File: config.mk
export PLATFORM = sky130hd
export DESIGN_NAME = horner_polynomial_evaluator_top
export DESIGN_NICKNAME = d
export VERILOG_FILES = /design/src/hdl/hpe_pkg.sv /design/src/hdl/hpe_cfg.sv /design/src/hdl/hpe_mac.sv /design/src/hdl/hpe_seq.sv /design/src/hdl/horner_polynomial_evaluator_top.sv
export SDC_FILE = /design/constraint.sdc
export NUM_CORES = 2
export LEC_CHECK = 0
export BUFFER_PORTS_ARGS = -buffer_cell sky130_fd_sc_hd__buf_4
export CORE_UTILIZATION = 40
export CTS_BUF_LIST = sky130_fd_sc_hd__clkbuf_8
export DETAILED_ROUTE_END_ITERATION = 16
export PLACE_DENSITY = 0.63
export SYNTH_ARGS = -nofsm -noshare
export SYNTH_HDL_FRONTEND = slang
export SYNTH_SLANG_ARGS = --single-unit
export TNS_END_PERCENT = 50
File: constraint.sdc
create_clock -name clk -period 10.4 [get_ports clk]
set_input_delay 2.08 -clock clk [delete_from_list [all_inputs] [get_ports clk]]
set_output_delay 2.08 -clock clk [all_outputs]
set_load 0.05 [all_outputs]
File: src/hdl/hpe_pkg.sv
// Shared constants and types of the Horner polynomial evaluator.
package hpe_pkg;

	localparam int NUM_COEF       = 8;
	localparam int IDX_W          = $clog2(NUM_COEF);
	localparam int DATA_W         = 32;
	localparam int PROD_W         = 2 * DATA_W;
	localparam int APB_ADDR_W     = IDX_W + 2;
	localparam int MAX_DEGREE_DEF = 7;
	localparam int FRAC_BITS_DEF  = 16;

	typedef logic [NUM_COEF-1:0][DATA_W-1:0] coef_arr_t;

	typedef struct packed {
		logic              start;
		logic              mul;
		logic              add;
		logic [DATA_W-1:0] coef;
	} mac_ctrl_t;

endpackage

File: src/hdl/hpe_cfg.sv
// APB coefficient register file.
module hpe_cfg (
	input  logic                             clk,
	input  logic                             arst_n,
	input  logic                             psel,
	input  logic                             penable,
	input  logic                             pwrite,
	input  logic [hpe_pkg::APB_ADDR_W-1:0]   paddr,
	input  logic [31:0]                      pwdata,
	output logic [31:0]                      prdata,
	output logic                             pready,
	output hpe_pkg::coef_arr_t               coefs
);

	hpe_pkg::coef_arr_t               coef_q;
	logic [hpe_pkg::IDX_W-1:0]        reg_idx;

	assign reg_idx = paddr[hpe_pkg::APB_ADDR_W-1:2];
	assign pready  = 1'b1;
	assign prdata  = coef_q[reg_idx];
	assign coefs   = coef_q;

	always_ff @(posedge clk or negedge arst_n) begin
		if (!arst_n) begin
			coef_q <= '0;
		end else if (psel && penable && pwrite) begin
			coef_q[reg_idx] <= pwdata;
		end
	end

endmodule

File: src/hdl/hpe_mac.sv
// Shared multiply, round, add and saturate unit with accumulator.
module hpe_mac #(
	parameter int FRAC_BITS = hpe_pkg::FRAC_BITS_DEF
) (
	input  logic                          clk,
	input  logic                          arst_n,
	input  logic [hpe_pkg::DATA_W-1:0]    x_point,
	input  hpe_pkg::mac_ctrl_t            ctrl,
	output logic [hpe_pkg::DATA_W-1:0]    acc,
	output logic                          sat
);

	localparam int W = hpe_pkg::PROD_W + 1;
	localparam logic signed [W-1:0] HALF = (W'(1) << FRAC_BITS) >> 1;
	localparam logic signed [W-1:0] SAT_MAX = (W'(1) <<< (hpe_pkg::DATA_W - 1)) - W'(1);
	localparam logic signed [W-1:0] SAT_MIN = -(W'(1) <<< (hpe_pkg::DATA_W - 1));

	logic signed [hpe_pkg::DATA_W-1:0] x_q;
	logic signed [hpe_pkg::DATA_W-1:0] acc_q;
	logic                              sat_q;
	logic signed [hpe_pkg::PROD_W-1:0] prod_s1;
	logic signed [W-1:0]               rnd;
	logic signed [W-1:0]               sum;
	logic                              hi;
	logic                              lo;

	assign rnd = ($signed({prod_s1[hpe_pkg::PROD_W-1], prod_s1}) + HALF) >>> FRAC_BITS;
	assign sum = rnd + W'($signed(ctrl.coef));
	assign hi  = sum > SAT_MAX;
	assign lo  = sum < SAT_MIN;

	always_ff @(posedge clk) begin
		if (ctrl.mul) begin
			prod_s1 <= x_q * acc_q;
		end
	end

	always_ff @(posedge clk or negedge arst_n) begin
		if (!arst_n) begin
			x_q   <= '0;
			acc_q <= '0;
			sat_q <= 1'b0;
		end else if (ctrl.start) begin
			x_q   <= x_point;
			acc_q <= ctrl.coef;
			sat_q <= 1'b0;
		end else if (ctrl.add) begin
			if (hi) begin
				acc_q <= SAT_MAX[hpe_pkg::DATA_W-1:0];
			end else if (lo) begin
				acc_q <= SAT_MIN[hpe_pkg::DATA_W-1:0];
			end else begin
				acc_q <= sum[hpe_pkg::DATA_W-1:0];
			end
			sat_q <= sat_q | hi | lo;
		end
	end

	assign acc = acc_q;
	assign sat = sat_q;

endmodule

File: src/hdl/hpe_seq.sv
// Horner step sequencer with output register.
module hpe_seq #(
	parameter int MAX_DEGREE = hpe_pkg::MAX_DEGREE_DEF
) (
	input  logic                          clk,
	input  logic                          arst_n,
	input  logic                          s_tvalid,
	output logic                          s_tready,
	output logic                          m_tvalid,
	input  logic                          m_tready,
	output logic [hpe_pkg::DATA_W-1:0]    m_value,
	output logic                          m_ovf,
	input  hpe_pkg::coef_arr_t            coefs,
	input  logic [hpe_pkg::DATA_W-1:0]    acc,
	input  logic                          sat,
	output hpe_pkg::mac_ctrl_t            ctrl
);

	typedef enum logic [1:0] {S_IDLE, S_MUL, S_ADD, S_FIN} state_t;

	state_t                         state_q;
	logic [hpe_pkg::IDX_W-1:0]      idx_q;
	logic [hpe_pkg::IDX_W-1:0]      top;
	logic [hpe_pkg::IDX_W-1:0]      idx_dn;
	logic                           m_tvalid_q;
	logic [hpe_pkg::DATA_W-1:0]     m_value_q;
	logic                           m_ovf_q;

	// highest nonzero coefficient, 0 when all are zero
	always_comb begin
		top = '0;
		for (int i = 0; i <= MAX_DEGREE; i++) begin
			if (coefs[i] != '0) begin
				top = hpe_pkg::IDX_W'(i);
			end
		end
	end

	assign idx_dn     = idx_q - hpe_pkg::IDX_W'(1);
	assign s_tready   = (state_q == S_IDLE);
	assign ctrl.start = s_tvalid && (state_q == S_IDLE);
	assign ctrl.mul   = (state_q == S_MUL);
	assign ctrl.add   = (state_q == S_ADD);
	assign ctrl.coef  = ctrl.start ? coefs[top] : coefs[idx_dn];

	always_ff @(posedge clk or negedge arst_n) begin
		if (!arst_n) begin
			state_q    <= S_IDLE;
			idx_q      <= '0;
			m_tvalid_q <= 1'b0;
			m_value_q  <= '0;
			m_ovf_q    <= 1'b0;
		end else begin
			if (m_tvalid_q && m_tready && (state_q != S_FIN)) begin
				m_tvalid_q <= 1'b0;
			end
			case (state_q)
				S_IDLE: begin
					if (s_tvalid) begin
						idx_q   <= top;
						state_q <= (top != '0) ? S_MUL : S_FIN;
					end
				end
				S_MUL: begin
					state_q <= S_ADD;
				end
				S_ADD: begin
					idx_q   <= idx_dn;
					state_q <= (idx_dn == '0) ? S_FIN : S_MUL;
				end
				S_FIN: begin
					if (!m_tvalid_q || m_tready) begin
						m_tvalid_q <= 1'b1;
						m_value_q  <= acc;
						m_ovf_q    <= sat;
						state_q    <= S_IDLE;
					end
				end
				default: begin
					state_q <= S_IDLE;
				end
			endcase
		end
	end

	assign m_tvalid = m_tvalid_q;
	assign m_value  = m_value_q;
	assign m_ovf    = m_ovf_q;

endmodule

File: src/hdl/horner_polynomial_evaluator_top.sv
// Top level of the Horner polynomial evaluator.
//
//   channel   direction  handshake                 payload
//   s_axis    in         s_tvalid / s_tready       s_tdata = x_point
//   m_axis    out        m_tvalid / m_tready       m_tdata = value, m_tuser = overflow
//   apb       in         psel, penable, pready     coef_0..coef_7 at 4*i
//
// The result is registered in the output register from state S_FIN, and s_tready returns
// in the same cycle that the result becomes valid. The number of Horner steps is d, the
// index of the highest nonzero coefficient (no steps when all are zero).
// Each Horner step passes through the shared 32x32 multiplier (S_MUL) and then the
// round, add and saturate path (S_ADD). One item is in work at a time; s_tready is low
// meanwhile. A stalled result holds in the output register and blocks the next one.
module horner_polynomial_evaluator_top #(
	parameter int MAX_DEGREE = hpe_pkg::MAX_DEGREE_DEF,
	parameter int FRAC_BITS  = hpe_pkg::FRAC_BITS_DEF
) (
	input  logic                             clk,
	input  logic                             arst_n,
	input  logic                             s_tvalid,
	output logic                             s_tready,
	input  logic [31:0]                      s_tdata,   // [31:0] x_point
	output logic                             m_tvalid,
	input  logic                             m_tready,
	output logic [31:0]                      m_tdata,   // [31:0] value
	output logic [0:0]                       m_tuser,   // [0] overflow
	input  logic                             psel,
	input  logic                             penable,
	input  logic                             pwrite,
	input  logic [hpe_pkg::APB_ADDR_W-1:0]   paddr,
	input  logic [31:0]                      pwdata,
	output logic [31:0]                      prdata,
	output logic                             pready
);

	hpe_pkg::coef_arr_t          coefs;
	hpe_pkg::mac_ctrl_t          ctrl;
	logic [hpe_pkg::DATA_W-1:0]  acc;
	logic                        sat;
	logic                        ovf;

	hpe_cfg u_cfg (
		.clk     (clk),
		.arst_n  (arst_n),
		.psel    (psel),
		.penable (penable),
		.pwrite  (pwrite),
		.paddr   (paddr),
		.pwdata  (pwdata),
		.prdata  (prdata),
		.pready  (pready),
		.coefs   (coefs)
	);

	hpe_seq #(
		.MAX_DEGREE (MAX_DEGREE)
	) u_seq (
		.clk      (clk),
		.arst_n   (arst_n),
		.s_tvalid (s_tvalid),
		.s_tready (s_tready),
		.m_tvalid (m_tvalid),
		.m_tready (m_tready),
		.m_value  (m_tdata),
		.m_ovf    (ovf),
		.coefs    (coefs),
		.acc      (acc),
		.sat      (sat),
		.ctrl     (ctrl)
	);

	hpe_mac #(
		.FRAC_BITS (FRAC_BITS)
	) u_mac (
		.clk     (clk),
		.arst_n  (arst_n),
		.x_point (s_tdata),
		.ctrl    (ctrl),
		.acc     (acc),
		.sat     (sat)
	);

	assign m_tuser = ovf;

endmodule

=== Word-level counts from Yosys, hierarchy flattened ===
Cells that the tools add are included.

* Register bits: 424
* Output and inout bits: 68
* Logic and storage cells: 91

* Magnitude comparators: 6
* Add/subtract/negate cells: 3
* Multipliers: 1
* Bitwise logic cells: 2
* Equality and inequality tests: 6
* Multiplexer cells: 33
* Reduce and logical (&&, ||, !) cells: 23

{| class="wikitable"
|+ Operator list
! operator !! number
|-
| binary-select mux 32 bit (select 3 bit) || 3
|-
| two-way mux 32 bit || 9
|-
| bitwise mux 256 bit || 1
|-
| nonzero test 32 bit || 7
|-
| demux 32 bit (select 3 bit) || 1
|-
| adder 64 x 17 -> 65 bit (second input constant) || 1
|-
| > comparator 65 x 32 -> 1 bit (second input constant) || 1
|-
| less-than comparator 65 x 32 -> 1 bit (second input constant) || 1
|-
| multiplier 32 x 32 -> 64 bit || 1
|-
| adder 49 x 32 -> 50 bit || 1
|-
| two-way mux 3 bit || 7
|-
| less-than comparator 3 x 4 -> 1 bit (second input constant) || 3
|-
| two-way mux 2 bit || 4
|-
| one-hot mux 2 bit (4 select lines) || 1
|-
| logical AND 1 bit || 6
|-
| two-way mux 1 bit || 6
|-
| one-hot mux 3 bit (2 select lines) || 1
|-
| AND reduction 2 bit || 3
|-
| equality test 2 bit (second input constant) || 2
|-
| inequality test 2 bit (second input constant) || 2
|-
| nonzero test 2 bit || 2
|-
| greater-or-equal comparator 3 x 1 -> 1 bit (second input constant) || 1
|-
| logical NOT 3 bit || 1
|-
| nonzero test 3 bit || 1
|-
| 7 further kinds || 8
|}

=== Longest topological paths before layout ===
* Depth in word-level cells: 17
* Gate-level depth with buffers: 32
* Gate-level depth less buffers: 30

=== By module ===
From an unflattened synthesis, not the netlist that was laid out.

* Cells, all modules: 5914
* Area total of the unflattened synthesis: 61268.8 um^2

{| class="wikitable"
|+ By module, submodules not included
! module !! times used !! cells an instance !! sequential area each (um^2) !! area each (um^2)
|-
| hpe_mac || 1 || 4660 || 3098.0 || 43875.8
|-
| hpe_cfg || 1 || 676 || 6406.1 || 11584.9
|-
| hpe_seq || 1 || 578 || 975.9 || 5808.1
|}

=== Least setup slack after synthesis ===
No wires, ideal clock.

* Path kind: reg2reg
* Start: register u_mac.acc_q (netlist bit u_mac.acc[5])
* End: register u_mac.prod_s1[62] (netlist name), data pin
* Clock period less this slack: 7.887 ns
* Stages on the path, launching flop included: 25
* Arrival time: 7.629 ns
* Slack: 2.513 ns
* Cells stage by stage: dfrtp_1 > clkbuf_1 > clkbuf_1 > nand2_1 > inv_1 > fa_1 > fa_1 > fa_1 > fa_1 > fa_1 > inv_1 > fa_1 > fa_1 > fa_1 > inv_1 > ha_1 > a21o_1 > a21oi_1 > nor2b_1 > a221o_1 > o21bai_1 > a21oi_1 > o41a_1 > a21oi_1 > xnor2_1

* Cells in the longest elaborated chain, start to end: 1

{| class="wikitable"
|+ RTL lines
! element !! RTL line !! RTL
|-
| start: declaration || hpe_mac.sv:19 || <nowiki>logic signed [hpe_pkg::DATA_W-1:0] acc_q;</nowiki>
|-
| start signal: assignment || hpe_mac.sv:45 || <nowiki>acc_q <= ctrl.coef;</nowiki>
|-
| start signal: assignment || hpe_mac.sv:49 || <nowiki>acc_q <= SAT_MAX[hpe_pkg::DATA_W-1:0];</nowiki>
|-
| start signal: assignment || hpe_mac.sv:51 || <nowiki>acc_q <= SAT_MIN[hpe_pkg::DATA_W-1:0];</nowiki>
|-
| multiplier 32 x 32 -> 64 bit || hpe_mac.sv:34 || <nowiki>prod_s1 <= x_q * acc_q;</nowiki>
|-
| end signal: assignment || hpe_mac.sv:34 ||
|-
| end: declaration || hpe_mac.sv:21 || <nowiki>logic signed [hpe_pkg::PROD_W-1:0] prod_s1;</nowiki>
|}

No other way between the ends.
A chain may end at the register's enable or synchronous reset.

=== Final worst setup path ===
* Start: register u_mac.acc_q (netlist bit u_mac.acc[2])
* End: register u_mac.prod_s1[62] (netlist name), data pin

Same word-level chain as after synthesis.

==> out/qor.yml <==
worstMarginPinSlew_ns: 1.16
synth-edff-count: 49
yosys_warnings: 0
ioPinCount: 144
cpPeakStageDelay_ns: 0.97
rows: 141
maxSlewHeadroom_pct: 22.6
cts_root_buf: "clkbuf_8"
synth_top_area_share_pct: 36.1
reg2reg_depth: 28
first_pass_iters: 5
antenna_found_initial: 12
startpoint_type: "flip-flop"
clock_latency_ns: 0.78
cts.hold.buffers_added: 0
arrival_ns: 9.95
ant_nets: 0
layout-drive-gt1-share_pct: 13.1
critical_path.most_common_cell: "fa_1"
fin_area_mm2: 0.0649
ys_types: 75
synth-seq-cells: 409
fmax_ghz: 0.106
ys_top_cells_by_area: "fa_1 36%, dfrtp_1 15%, inv_1 7.2%"
core_area_mm2: 0.148
areaGrowthSynthToFinish_pct: 8.28
slowest_stage: "dfrtp_1"
worstPathRequired_ns: 10.92
clk_pin_slew_ns: 0.06
cts_max_path_buffers: 3
path_max_fanout: 19
start_util_pct: 40.5
setup_viol: 0
gp_congestion: 0.945
status: "finished, final reports clean"
cts_resized: 0
worstSetupPathType: "flip-flop to flip-flop"
hold_viol: 0
skew_ns: 0.0523
htreeDepth: 3
drv_slew: 0
die_x_um: 389
grt_pass1_vias: 48800
cp-end-kind: "flip-flop"
dr_wl_met2_um: 85500
wl_per_cell_um: 22.0
cts_setup_buffers: 0
drc: 0
hp-class: "flip-flop to flip-flop"
synth_area_leader_cell: "fa_1"
hpwl_um: 137000
track_usage_pct: 24.2
nNetsFinal: 7544
synth_fp_nets: 7554
drv_cap: 0
syn_area_mm2: 0.0600
timing.rr.start: "u_mac.acc[2]$_DFFE_PN0P_"
period_minus_slack_ns: 9.43
met3_length_um: 12300
tns_ns: 0
synthCells: 6164
ys.flop_type: "dfrtp_1"
ys_seq_area_share_pct: 17.5
setup.worst_path.start: "u_mac.acc[2]$_DFFE_PN0P_"
dpl_cell_area_mm2: 0.0632
postSynthAreaPerCell_um2: 9.73
cp-endpoint: "u_mac.prod_s1[62]$_DFFE_PP_"
routed.top_layer: "met5"
cts_tree: "built"
via_per_inst: 5.57
grt_pass1_wl_um: 284000
pre_cts_ws_ns: 1.21
dieArea_mm2: 0.151
rsz0062_at_grt: "no"
portBuffers: 140
grt_max_degree: 101
clock_sinks: 409
drtIter0Drc: 3604
rrSetupSlack_ns: 0.97
vias: 45400
setup_slack_ns: 0.971
synthArstFlopShare_pct: 88.0
wl_um: 179000
period_share_pct: 90.7
grt.overflow.total: 0
r2r_end: "u_mac.prod_s1[62]$_DFFE_PP_"
die_y_um: 389
cts_buffers: 79
wl_met1_um: 72700
==> registers in the layout, summed over array words and instances, names as in the netlist <==
name            cells
u_cfg.coefs       256
u_mac.prod_s1      49
u_mac.acc          32
u_mac.x_q          32
u_seq.m_value      32
u_seq.idx_q         3
u_seq.state_q       2
u_mac.sat           1
u_seq.m_ovf         1
u_seq.m_tvalid      1
==> how the worst min path moves through the flow <==
stage,start,end,cells past startpoint
finish,u_seq.m_value[0]$_DFFE_PN0P_,u_seq.m_value[0]$_DFFE_PN0P_,1
global route,u_seq.m_value[1]$_DFFE_PN0P_,u_seq.m_value[1]$_DFFE_PN0P_,1
CTS,u_seq.m_value[0]$_DFFE_PN0P_,u_seq.m_value[0]$_DFFE_PN0P_,1
detailed placement,u_seq.m_value[31]$_DFFE_PN0P_,u_seq.m_value[31]$_DFFE_PN0P_,2
global placement,u_seq.m_value[31]$_DFFE_PN0P_,u_seq.m_value[31]$_DFFE_PN0P_,2
floorplan,u_mac.sat$_DFFE_PN0P_,u_seq.m_ovf$_DFFE_PN0P_,1
==> cell usage after synthesis, drive strengths merged, types with 25 or more instances <==
| library cell | n |
|---|---|
| nor3 | 32 |
| mux2 | 288 |
| a21boi | 34 |
| dfrtp | 360 |
| xor2 | 48 |
| mux4 | 96 |
| nand4 | 76 |
| buf | 25 |
| a2111oi | 34 |
| nand2 | 941 |
| nand3 | 46 |
| ha | 232 |
| mux2i | 38 |
| nand2b | 40 |
| edfxtp | 49 |
| clkbuf | 329 |
| a22oi | 133 |
| o21ai | 125 |
| xnor2 | 95 |
| inv | 1156 |
| and2 | 258 |
| a21oi | 168 |
| nor2 | 185 |
| nor4 | 69 |
| a21o | 28 |
| fa | 1082 |
==> critical path, delay by kind of cell (launching register included) <==
kind | cells | cell delay [ns]
xor+xnor | 1 | 0.08
flops | 1 | 0.97
fa+ha+maj | 9 | 4.42
simple gates | 2 | 0.65
buf+inv | 7 | 0.88
compound gates | 9 | 2.19
==> kinds of logic after synthesis <==
kind of cell | share of synthesized area, %
buffers and inverters | 9.49
adder cells (fa/ha/maj) | 41.0
multiplexers | 9.65
AND/OR/NAND/NOR | 13.1
XOR/XNOR | 2.09
other | 0.00625
AO/OA/AOI/OAI | 7.23
flip-flops | 17.5
==> layout by cell type (no fill, tap or decap), types with 20 or more instances in the layout <==
| cell | netlist | routed |
|---|---|---|
| o21ai_0 | 121 | 121 |
| inv_1 | 1156 | 1176 |
| nor2_1 | 185 | 176 |
| fa_1 | 1082 | 1082 |
| mux4_2 | 96 | 96 |
| nor3_1 | 32 | 30 |
| o21a_1 | 21 | 20 |
| and2_1 | 257 | 256 |
| xor2_1 | 48 | 47 |
| xnor2_1 | 95 | 95 |
| and3_1 | 21 | 20 |
| nor4_1 | 68 | 67 |
| a22oi_1 | 133 | 132 |
| mux2_2 | 288 | 288 |
| dfrtp_1 | 360 | 358 |
| nand2_1 | 941 | 940 |
| a2111oi_0 | 33 | 33 |
| ha_1 | 232 | 231 |
| a21boi_0 | 34 | 34 |
| mux2i_1 | 38 | 38 |
| nand4_1 | 76 | 76 |
| a21oi_1 | 167 | 166 |
| buf_4 | 2 | 262 |
| nand3_1 | 46 | 45 |
| a21o_1 | 28 | 28 |
| clkbuf_8 | 0 | 97 |
| edfxtp_1 | 49 | 49 |
| nand2b_1 | 40 | 40 |
==> cell type report <==
type	instances	area, um^2
diodes	5	12.5
multi-input cells	4245	43900
inverters	1156	4340
fillers	14200	83300
flip-flops and latches	409	10500
clock buffers	97	1340
clock inverters	44	419
repair buffers	263	1980
well taps	1930	2410
==> stage by stage <==
step | hold slack, ns | cells | util (%)
4_1_cts | 0.506 | 8144 | 43.8
6_report | 0.501 | 8149 | 43.8
5_1_grt | 0.526 | 8149 | 43.8
3_5_place_dp | 0.490 | 8003 | 42.6
3_3_place_gp | 0.476 | 8003 | 42.6
2_1_floorplan | 0.474 | 6164 | -
==> routing by layer <==
| metal | vias up | track usage [%] |
|---|---|---|
| li1 | 19400 | - |
| met1 | 23700 | 31.6 |
| met2 | 1798 | 40.0 |
| met3 | 455 | 3.82 |
| met4 | 6 | 10.3 |
| met5 | - | 0 |
Power is left out: the tool's default activity adds up to more than one toggle a clock period on the data nets, which glitch-free logic cannot reach.
